[src/rtl/core/gmv_pkg.sv]
`timescale 1ns / 1ps
// ----------------------------------------------------------------------------
// gmv_pkg
// Shared constants and controller/datapath interface types for the group
// mean and variance block.
// ----------------------------------------------------------------------------
package gmv_pkg;

   localparam int SAMPLE_BITS_DEF = 16;
   localparam int MAX_GROUP_DEF   = 65536;
   localparam int FRAC_BITS_DEF   = 16;

   // group length register and sample counter width
   localparam int LEN_W  = 17;
   // result word field widths
   localparam int MEAN_W = 32;
   localparam int VAR_W  = 47;

   typedef struct packed {
      logic idle;        // controller has no group in flight
      logic mul1;        // magnitude, n*n, low partial product
      logic mul2;        // sum^2, high partial product
      logic sub;         // form n*sumsq - sum^2
      logic div_start;   // launch both dividers
      logic load_out;    // move quotients into the result register
   } ctrl_cmd_type;

   typedef struct packed {
      logic group_done;  // snapshot of a finished group is being written
      logic div_busy;    // a divider is still iterating
   } dp_status_type;

endpackage

[src/rtl/core/gmv_ctrl.sv]
`timescale 1ns / 1ps
// ----------------------------------------------------------------------------
// gmv_ctrl
// Sequencer for the end-of-group math: multiply, subtract, divide, and
// hand-off into the result register.
// ----------------------------------------------------------------------------
module gmv_ctrl (
   input  logic                  clock,
   input  logic                  reset,
   input  gmv_pkg::dp_status_type status,
   output gmv_pkg::ctrl_cmd_type cmd,
   input  logic                  rsp_ready,
   output logic                  rsp_valid
);

   localparam logic [2:0] ST_IDLE = 3'd0;
   localparam logic [2:0] ST_MUL1 = 3'd1;
   localparam logic [2:0] ST_MUL2 = 3'd2;
   localparam logic [2:0] ST_SUB  = 3'd3;
   localparam logic [2:0] ST_GO   = 3'd4;
   localparam logic [2:0] ST_DIV  = 3'd5;
   localparam logic [2:0] ST_DONE = 3'd6;

   logic [2:0] state_ff;
   logic [2:0] state_in;
   logic       rsp_valid_ff;
   logic       rsp_valid_in;
   logic       out_free;

   assign out_free = ~rsp_valid_ff | rsp_ready;

   always_comb begin
      state_in = state_ff;
      case (state_ff)
         ST_IDLE: if (status.group_done) state_in = ST_MUL1;
         ST_MUL1: state_in = ST_MUL2;
         ST_MUL2: state_in = ST_SUB;
         ST_SUB:  state_in = ST_GO;
         ST_GO:   state_in = ST_DIV;
         ST_DIV:  if (!status.div_busy) state_in = ST_DONE;
         ST_DONE: if (out_free) state_in = ST_IDLE;
         default: state_in = ST_IDLE;
      endcase
   end

   always_comb begin
      cmd           = '0;
      cmd.idle      = (state_ff == ST_IDLE);
      cmd.mul1      = (state_ff == ST_MUL1);
      cmd.mul2      = (state_ff == ST_MUL2);
      cmd.sub       = (state_ff == ST_SUB);
      cmd.div_start = (state_ff == ST_GO);
      cmd.load_out  = (state_ff == ST_DONE) & out_free;
   end

   always_comb begin
      if (cmd.load_out) begin
         rsp_valid_in = 1'b1;
      end else if (rsp_ready) begin
         rsp_valid_in = 1'b0;
      end else begin
         rsp_valid_in = rsp_valid_ff;
      end
   end

   always_ff @(posedge clock) begin
      if (reset) begin
         state_ff     <= ST_IDLE;
         rsp_valid_ff <= 1'b0;
      end else begin
         state_ff     <= state_in;
         rsp_valid_ff <= rsp_valid_in;
      end
   end

   assign rsp_valid = rsp_valid_ff;

endmodule

[config.mk]
export PLATFORM = sky130hd
export DESIGN_NAME = gmv_ctrl
export DESIGN_NICKNAME = d
export VERILOG_FILES = /design/src/rtl/core/gmv_pkg.sv /design/src/rtl/core/gmv_ctrl.sv
export SDC_FILE = /design/constraint.sdc
export NUM_CORES = 1
export LEC_CHECK = 0
export ABC_AREA = 0
export ABC_CLOCK_PERIOD_IN_PS = 1050
export BUFFER_PORTS_ARGS = -buffer_cell sky130_fd_sc_hd__buf_2
export CAP_MARGIN = 25
export CORE_AREA = 2 2 39 41
export DETAILED_ROUTE_END_ITERATION = 10
export DIE_AREA = 0 0 41 43
export GPL_TIMING_DRIVEN = 0
export PLACE_DENSITY = 0.53
export RECOVER_POWER = 25
export SLEW_MARGIN = 20
export SYNTH_ARGS = -nofsm -noshare
export SYNTH_HDL_FRONTEND = slang
export SYNTH_SLANG_ARGS = --single-unit
[constraint.sdc]
create_clock -name clock -period 1.05 [get_ports clock]
set_input_delay 0 -clock clock [delete_from_list [all_inputs] [get_ports clock]]
set_output_delay 0 -clock clock [all_outputs]
set_load 0.01 [all_outputs]
# Word-level counts from Yosys, hierarchy flattened
# Index checks and enable logic that the tools add are counted.
[classes] n_reduce_logical=3 eq_ne=9 n_mux=6 bitwise=3
[op_table] operator="one-hot mux 3 bit (7 select lines)" count=1
[op_table] operator="== test 3 bit (second input constant)" count=3
[op_table] operator="two-way mux 3 bit" count=3
[op_table] operator="== test 3 x 2 -> 1 bit (second input constant)" count=2
[op_table] operator="!= test 2 bit (second input constant)" count=3
[op_table] operator="== test 3 x 1 -> 1 bit (second input constant)" count=1
[op_table] operator="zero test 3 bit" count=1
[op_table] operator="AND reduction 3 bit" count=1
[op_table] operator="two-way mux 1 bit" count=2
[op_table] operator="nonzero test 2 bit" count=1
[op_table] operator="bitwise AND 1 bit" count=1
[op_table] operator="inverter 1 bit" count=1
[op_table] operator="bitwise OR 1 bit" count=1
[totals] regBits=4 word_cells=23

# Logic depth before layout (Yosys ltp)
# Gate-level depths: netlist of the first run.
[depth] word_depth=4 mapped_depth=4 ltp_nobuf=3

# Worst setup path after synthesis of the first run
# No wires, ideal clock.
[synth_path] path_kind="register to register" start="register rsp_valid_ff, in the netlist rsp_valid" end="register state_ff[1]" required_ps=980 stages_incl_launch_ff=4 n_path_buf=0 slack_ps=49 arrival_ps=931 path_cell_list="dfxtp_1 > nand2b_4 > a2111oi_4 > o21bai_1"
[synth_between] elab_chain_len=4
[synth_rtl] element="start: declaration" line="gmv_ctrl.sv:26" source="logic rsp_valid_ff;"
[synth_rtl] element="start signal: assignment" line="gmv_ctrl.sv:72" source="rsp_valid_ff <= rsp_valid_in;"
[synth_rtl] element="inverter 1 bit" line="gmv_ctrl.sv:30" source="assign out_free = ~rsp_valid_ff | rsp_ready;"
[synth_rtl] element="bitwise OR 1 bit" line="gmv_ctrl.sv:30"
[synth_rtl] element="!= test 2 bit (no line)"
[synth_rtl] element="AND reduction 3 bit (no line)"
[synth_rtl] element="end signal: assignment" line="gmv_ctrl.sv:71" source="state_ff <= state_in;"
[synth_rtl] element="end: declaration" line="gmv_ctrl.sv:24" source="logic [2:0] state_ff;"
# No other way between the ends.
# A chain may end at the register's enable or synchronous reset.

==> results.py, run 1 <==
metrics = {
    "outcome": {
        "status": "finished, violations left",
        "violations": "setup timing",
    },
    "worst_setup_path": {
        "critical-path-top-delay-family": "flip-flops",
        "regToRegStartpoint": "state_ff[2]$_SDFFE_PP0P_",
        "r2r_slack_ns": -0.003,
        "critPathMaxStageDelay_ns": 0.32,
        "cp-end-kind": "output pin",
        "worstSetupEndpoint": "cmd[2]",
        "worstSetupStartpoint": "state_ff[2]$_SDFFE_PP0P_",
        "worst_ep_required_time_ns": 1.05,
        "cp_max_fo": 3,
        "path_class": "reg2out",
        "ff2ff_path_depth": 4,
        "arrival_ns": 1.05,
        "cp.depth": 3,
        "reg2reg_to": "state_ff[1]$_SDFFE_PP0P_",
        "crit_chain": "buf_4 > and3b_2 > buf_6",
        "cp_slowest_cell": "dfxtp_2",
        "critPathLaunchType": "flip-flop",
        "crit_buf_inv": 2,
    },
    "routing": {
        "ant_nets": 0,
        "vias": 282,
        "drt-total-wl_microns": 669,
        "firstDrtPassIters": 2,
        "vias_per_cell": 4.41,
        "drc": 0,
        "wl_per_cell_microns": 10.5,
        "first_iter_violations": 2,
    },
    "floorplan": {
        "core_area_sq_mm": 0.00138,
        "pin_count": 12,
        "dieWidth_microns": 41,
        "die_area_sq_mm": 0.00176,
        "die_h_microns": 43,
        "initial_utilization": 0.205,
        "rows": 14,
    },
    "sta": {
        "fin_ws_ns": -0.00271,
        "slew_headroom": 0.842,
        "rsz0062_at_grt": "true",
        "finalSetupViolCount": 1,
        "fin_skew_ns": 0.00126,
        "period_needed_ns": 1.05,
        "finalCritPeriodShare": 1.00,
        "fmax_mhz": 950,
        "holdWs_ns": 0.0290,
        "worst_pin_slew_ns": 0.236,
        "setup_tns_ns": -0.00271,
        "hold_violations": 0,
        "drv_slew": 0,
    },
    "yosys": {
        "synth.distinct_cells": 20,
        "synth-edff-count": 0,
        "async_flop_share": 0,
        "synth_area_leaders": "dfxtp_1, a2111oi_4, nor3_1",
        "syn-num-nets": 34,
        "ys_seq_area_frac": 0.282,
        "synth_top_cell_by_area": "dfxtp_1",
        "avgSynthCellArea_sq_um": 9.79,
        "netlist_top_cells_count": "dfxtp_1, nor3_1, a21oi_1, buf_4, nor3b_1",
        "synth_seq_cells": 4,
        "synth_area_sq_um": 284,
        "synthCells": 29,
        "yosysWarnings": 0,
        "yosysTopAreaCellShare": 0.282,
        "synth_ff_type": "dfxtp_1",
    },
    "power_and_ir_drop": {
        "power_density_mw_per_mm2": 1120,
        "irDropWorstVdd_mv": 0.432,
        "p_leak_nw": 0.211,
    },
    "placement": {
        "place_worst_setup_slack_ns": -0.0221,
        "gp_congestion": 0.640,
        "portBuffers": 11,
        "dpl_cell_area_sq_um": 359,
        "dp_hpwl_microns": 451,
    },
    "grt": {
        "grtUsageTotal": 0.0872,
        "grt_overflow": 0,
        "grt_first_pass_wirelength_microns": 993,
        "grt_pass1_vias": 254,
        "grt_max_degree": 9,
        "antenna_found_initial": 0,
    },
    "clocking": {
        "cts_tree": "done",
        "worstSkewPairLatency_ns": 0.23,
        "cts_root_buf": "clkbuf_4",
        "cts_buffer_depth": 2,
        "h-tree-depth": 1,
        "cts_buffers": 3,
        "cts_sinks": 4,
        "clk_pin_slew_ns": 0.04,
    },
    "finish": {
        "layout-drive-gt1-share": 0.688,
        "nets": 55,
        "fin_area_sq_um": 472,
        "antenna_cells": 0,
        "area_growth_pct": 66.1,
    },
    "run": {
        "maxCapViolCount": 0,
    },
    "hold_path": {
        "worstHoldPathType": "in2reg",
    },
}
-- where the power goes --
group	internal [W]	switching [W]	total [W]	leakage, nW
registers	0.000165	0.00000910	0.000174	0.0342
clock network	0.000128	0.0000612	0.000189	0.0138
logic	0.0000925	0.0000749	0.000167	0.163
total	0.000385	0.000145	0.000530	0.211
-- flip-flops by register name, indices dropped and copies added (netlist names) --
register   cells
state_ff       3
rsp_valid      1
-- cell type report --
| type | count | area, sq um |
|---|---|---|
| inverters | 1 | 6.26 |
| flip-flops and latches | 4 | 86.3 |
| clock buffers | 3 | 22.5 |
| plain buffers | 2 | 22.5 |
| multi-input cells | 20 | 178 |
| repair buffers | 18 | 136 |
| fillers | 150 | 912 |
| well taps | 16 | 20.0 |
-- how the worst min path moves through the flow --
| stage | start | endpoint | slack, ns | cells past startpoint |
|---|---|---|---|---|
| 2_1_floorplan | reset | rsp_valid$_SDFFE_PP0P_ | 0.07 | 1 |
| 3_3_place_gp | reset | rsp_valid$_SDFFE_PP0P_ | 0.27 | 2 |
| 3_5_place_dp | reset | rsp_valid$_SDFFE_PP0P_ | 0.27 | 2 |
| 4_1_cts | reset | rsp_valid$_SDFFE_PP0P_ | 0.02 | 2 |
| 5_1_grt | reset | rsp_valid$_SDFFE_PP0P_ | 0.03 | 2 |
| 6_report | reset | rsp_valid$_SDFFE_PP0P_ | 0.03 | 2 |
-- placed cells by master (no fill, tap or decap), types with 2 or more instances in the layout --
cell type / instances
clkbuf_4: 3
buf_6: 5
a21oi_1: 2
nor3_1: 3
buf_2: 9
buf_4: 5
dfxtp_2: 2
-- layer usage --
| metal | part of all wire | vias to the layer above | global-route usage |
|---|---|---|---|
| li1 | - | 141 | - |
| met1 | 0.44 | 133 | 0.0799 |
| met2 | 0.52 | 8 | 0.147 |
| met3 | 0.043 | 0 | 0.0471 |
| met4 | 0 | 0 | 0.0400 |
| met5 | 0 | - | 0 |
-- what timing repair did --
item	4_1_cts	5_1_grt
setup buffers	6	1
resized for setup	7	4
endpoints found under the setup margin	7	8
pin swaps	1	2
hold buffers	0	0
-- logic make-up after synthesis --
family          after synthesis  share of synthesized area
simple gates                 14                      0.348
flops                         4                      0.282
compound gates                6                      0.238
buf+inv                       5                      0.132
-- metrics by stage --
step / power [W] / std cells / utilization
after floorplan: 0.000263 / 29 / -
after global placement: 0.000304 / 56 / 0.259
after detailed placement: 0.000304 / 56 / 0.259
after CTS: 0.000531 / 63 / 0.325
after global routing: 0.000560 / 64 / 0.341
final: 0.000530 / 64 / 0.341
(Power assumes the default switching activity.)
==> run 2: changes to the inputs <==
- ABC_CLOCK_PERIOD_IN_PS: 1050 -> default
- clock period: 1.05 -> 1.2 ns (I/O delays scaled with it)
==> results.py, run 2 (synthesis gave the netlist of run 1 again) <==
metrics = {
    "outcome": {
        "status": "completed",
    },
    "worst_setup_path": {
        "worst_ep_required_time_ns": 1.20,
        "regToRegStartpoint": "state_ff[2]$_SDFFE_PP0P_",
        "cp-end-kind": "output pin",
        "ff2ff_path_depth": 4,
        "reg2reg_to": "state_ff[1]$_SDFFE_PP0P_",
        "cp_max_fo": 5,
        "arrival_ns": 1.14,
        "path_class": "reg2out",
        "r2r_slack_ns": 0.11,
        "critPathLaunchType": "flip-flop",
    },
    "grt": {
        "grt_use_met2": 0.113,
        "grt_first_pass_wirelength_microns": 814,
        "grtUsageTotal": 0.0731,
        "grt_overflow": 0,
        "grt_busiest_layer": "met2",
        "antenna_found_initial": 0,
        "grt_use_met3": 0.0471,
        "grt_util_met1": 0.0703,
        "grt_max_degree": 11,
        "grt_pass1_vias": 214,
    },
    "sta": {
        "finalCritPeriodShare": 0.954,
        "drv_slew": 0,
        "period_needed_ns": 1.14,
        "rsz0062_at_grt": "false",
        "worst_pin_slew_ns": 0.235,
        "fin_skew_ns": 0.00110,
        "fmax_mhz": 874,
        "fin_ws_ns": 0.0552,
        "finalSetupViolCount": 0,
        "slew_headroom": 0.843,
        "setup_tns_ns": 0,
        "hold_violations": 0,
    },
    "routing": {
        "wl_per_cell_microns": 10.4,
        "drt-total-wl_microns": 645,
        "vias_per_cell": 4.31,
        "drc": 0,
        "firstDrtPassIters": 1,
        "vias": 267,
        "first_iter_violations": 0,
        "ant_nets": 0,
    },
    "finish": {
        "final_common_cell": "buf_2",
        "largest_reg_flops": 3,
        "layout-drive-gt1-share": 0.609,
        "area_growth_pct": 49.8,
        "final_cell_mix": "buf_2, buf_4, nor3_1, clkbuf_4",
        "top_register": "state_ff",
        "antenna_cells": 0,
        "nets": 53,
    },
    "placement": {
        "dp_hpwl_microns": 451,
        "gp_congestion": 0.640,
        "place_worst_setup_slack_ns": 0.128,
        "portBuffers": 11,
    },
    "hold_path": {
        "worstHoldPathType": "in2reg",
        "min_from": "reset",
        "min_to": "rsp_valid$_SDFFE_PP0P_",
        "whs_path_depth": 2,
    },
    "power_and_ir_drop": {
        "p_leak_nw": 0.198,
        "power_density_mw_per_mm2": 1050,
        "irDropWorstVdd_mv": 0.426,
    },
    "clocking": {
        "clk_pin_slew_ns": 0.04,
        "cts_sinks": 4,
        "cts_buffer_depth": 2,
        "cts_buffers": 3,
        "h-tree-depth": 1,
        "cts_root_buf": "clkbuf_4",
        "worstSkewPairLatency_ns": 0.23,
        "cts_hold_buf": 0,
        "cts_tree": "done",
    },
    "floorplan": {
        "initial_utilization": 0.205,
        "die_area_sq_mm": 0.00176,
        "die_h_microns": 43,
        "dieWidth_microns": 41,
        "core_area_sq_mm": 0.00138,
        "rows": 14,
        "pin_count": 12,
    },
    "run": {
        "maxCapViolCount": 0,
    },
}
run 2: power by group:
group | internal [W] | leakage [nW] | total, W | switching (W)
registers | 0.000142 | 0.0341 | 0.000155 | 0.0000133
clock network | 0.000112 | 0.0138 | 0.000170 | 0.0000581
logic | 0.0000662 | 0.150 | 0.000123 | 0.0000564
total | 0.000320 | 0.198 | 0.000448 | 0.000128
run 2: through the flow:
stage	cells	total power [W]	hold WS, ns	instance area (sq um)	utilization
global route	62	0.000470	0.0163	425	0.307
global placement	56	0.000266	0.273	359	0.259
finish	62	0.000448	0.0207	425	0.307
detailed placement	56	0.000266	0.267	359	0.259
floorplan	29	0.000230	0.0691	284	-
CTS	58	0.000437	0.0198	383	0.277
run 2: how the worst max path moves through the flow:
stage | startpoint | slack [ns] | to | cells after the start
finish | state_ff[2]$_SDFFE_PP0P_ | 0.06 | cmd[5] | 4
global route | state_ff[2]$_SDFFE_PP0P_ | 0.002 | cmd[0] | 5
CTS | state_ff[2]$_SDFFE_PP0P_ | 0.02 | cmd[0] | 5
detailed placement | state_ff[0]$_SDFFE_PP0P_ | 0.13 | state_ff[2]$_SDFFE_PP0P_ | 4
global placement | state_ff[0]$_SDFFE_PP0P_ | 0.14 | state_ff[2]$_SDFFE_PP0P_ | 4
floorplan | rsp_valid$_SDFFE_PP0P_ | 0.20 | state_ff[1]$_SDFFE_PP0P_ | 3
run 2: cell type report:
cell class	count	area [sq um]
plain buffers	3	30.0
well taps	16	20.0
flip-flops and latches	4	87.6
clock buffers	3	22.5
fillers	155	958
repair buffers	15	87.6
multi-input cells	20	171
inverters	1	6.26
run 2: layer usage:
metal	up-vias	part of all wire
met2	8	0.49
li1	139	-
met1	120	0.46
met4	0	0
met5	-	0
met3	0	0.053
run 2: what timing repair did:
action,in CTS,in global routing
pin swaps,0,1
setup buffers,0,4
endpoints found under the setup margin,1,1
gates resized for setup,3,4
run 2: critical path, cell delays in order, from the launching register on:
cell and delay [ns]:
dfxtp_4 0.35, buf_6 0.12, buf_4 0.13, nor3_1 0.15, buf_2 0.15
==> run 3: changes to the inputs <==
- GPL_TIMING_DRIVEN: 0 -> default
==> results.py, run 3 (synthesis gave the netlist of run 1 again) <==
metrics = {
    "clocking": {
        "cts_root_buf": "clkbuf_4",
        "cts_buffer_depth": 2,
        "cts_hold_buf": 0,
        "cts_buffers": 3,
        "worstSkewPairLatency_ns": 0.23,
        "h-tree-depth": 1,
        "cts_tree": "done",
        "cts_sinks": 4,
        "clk_pin_slew_ns": 0.03,
    },
    "finish": {
        "antenna_cells": 0,
        "layout-drive-gt1-share": 0.525,
        "fin_cells": 56,
        "filler_cell_count": 153,
        "largest_reg_flops": 3,
        "area_growth_pct": 26.9,
        "final_common_cell": "buf_2",
        "final_cell_mix": "buf_2, nor3_1, clkbuf_4, dfxtp_2",
        "top_register": "state_ff",
        "nets": 47,
    },
    "worst_setup_path": {
        "arrival_ns": 1.07,
        "cp-end-kind": "output pin",
        "crit_chain": "buf_4 > nor3_1 > buf_2",
        "worst_ep_required_time_ns": 1.20,
        "critPathMaxStageDelay_ns": 0.36,
        "regToRegStartpoint": "state_ff[2]$_SDFFE_PP0P_",
        "cp_max_fo": 11,
        "critical-path-top-delay-family": "flip-flops",
        "worstSetupStartpoint": "state_ff[2]$_SDFFE_PP0P_",
        "cp_slowest_cell": "dfxtp_2",
        "critPathLaunchType": "flip-flop",
        "path_class": "reg2out",
        "crit_buf_inv": 2,
    },
    "sta": {
        "fmax_mhz": 937,
        "finalCritPeriodShare": 0.890,
        "rsz0062_at_grt": "false",
        "slew_headroom": 0.838,
        "hold_violations": 0,
        "worst_pin_slew_ns": 0.242,
        "period_needed_ns": 1.07,
        "setup_tns_ns": 0,
        "fin_skew_ns": 0.00360,
        "fin_ws_ns": 0.132,
        "holdWs_ns": 0.0340,
        "drv_slew": 0,
        "finalSetupViolCount": 0,
    },
    "outcome": {
        "status": "completed",
    },
    "grt": {
        "grt_busiest_layer": "met1",
        "grt_first_pass_wirelength_microns": 855,
        "grt_max_degree": 12,
        "grt_use_met2": 0.0813,
        "grt_util_met1": 0.105,
        "grt_use_met3": 0.0314,
        "grt_pass1_vias": 194,
        "grt_overflow": 0,
        "antenna_found_initial": 0,
        "grtUsageTotal": 0.0772,
    },
    "run": {
        "maxCapViolCount": 0,
    },
    "hold_path": {
        "worstHoldPathType": "in2reg",
        "min_from": "reset",
    },
    "routing": {
        "first_iter_violations": 4,
        "drc": 0,
        "vias": 237,
        "vias_per_cell": 4.23,
        "firstDrtPassIters": 4,
        "drt-total-wl_microns": 570,
        "wl_per_cell_microns": 10.2,
        "ant_nets": 0,
    },
    "placement": {
        "dp.cells": 53,
        "portBuffers": 11,
        "place_worst_setup_slack_ns": 0.0857,
        "gp_congestion": 0.677,
        "dp_hpwl_microns": 420,
    },
    "floorplan": {
        "initial_utilization": 0.205,
        "rows": 14,
        "pin_count": 12,
        "die_area_sq_mm": 0.00176,
        "core_area_sq_mm": 0.00138,
        "dieWidth_microns": 41,
        "die_h_microns": 43,
    },
    "power_and_ir_drop": {
        "power_density_mw_per_mm2": 1150,
        "p_leak_nw": 0.156,
        "sw_frac_of_total": 0.276,
        "p_clk_frac": 0.394,
        "combPwrFrac": 0.196,
        "p_seq_frac": 0.410,
        "power_switching_w": 0.000114,
        "intPower_w": 0.000301,
        "irDropWorstVdd_mv": 0.436,
    },
}
-- run 3: cell count changes in the layout (fill, tap and decap cells not counted) --
cell,delta
nor3b_2,-1
buf_6,-2
buf_4,-5
nor3b_1,+1
dfxtp_1,-1
dfxtp_2,+3
clkbuf_1,+1
dfxtp_4,-2
-- run 3: through the flow --
stage / util / power (W) / cell area, sq um
5_1_grt: 0.260 / 0.000446 / 360
2_1_floorplan: - / 0.000230 / 284
6_report: 0.260 / 0.000415 / 360
3_5_place_dp: 0.242 / 0.000253 / 335
3_3_place_gp: 0.242 / 0.000252 / 335
4_1_cts: 0.259 / 0.000425 / 358
-- run 3: area by class of cell --
cell class | count | area, sq um | share of cell area
timing repair buffer | 12 | 61.3 | 0.170
inverter | 1 | 6.26 | 0.0174
sequential | 4 | 83.8 | 0.233
clock buffer | 3 | 22.5 | 0.0625
multi-input combinational | 20 | 166 | 0.462
tap | 16 | 20.0 | 0.0556
-- run 3: final timing paths --
| kind | to | slack [ns] | cells past startpoint |
|---|---|---|---|
| setup / recovery | cmd[3] | 0.13 | 3 |
| hold / removal | rsp_valid$_SDFFE_PP0P_ | 0.03 | 2 |
| setup reg to reg | state_ff[1]$_SDFFE_PP0P_ | 0.21 | 3 |
| hold reg to reg | state_ff[1]$_SDFFE_PP0P_ | 0.53 | 2 |
-- run 3: per-layer routing --
metal / vias to the layer above / routed length [microns]
met4: 0 / 14
met5: - / 0
met2: 8 / 239
met3: 2 / 37
li1: 126 / -
met1: 101 / 278
-- run 3: what timing repair did --
item | in CTS | in global routing
endpoints found under the setup margin | 0 | 5
gates resized for setup | 0 | 3
buffers inserted | 0 | 0
-- run 3: power by group through the flow --
| stage | combinational [W] | clock [W] | sequential, W |
|---|---|---|---|
| finish | 0.0000813 | 0.000163 | 0.000170 |
| floorplan | 0.0000820 | 0 | 0.000148 |
| global placement | 0.0000821 | 0 | 0.000170 |
| CTS | 0.0000827 | 0.000174 | 0.000168 |
| global route | 0.0000906 | 0.000181 | 0.000174 |
| detailed placement | 0.0000824 | 0 | 0.000170 |
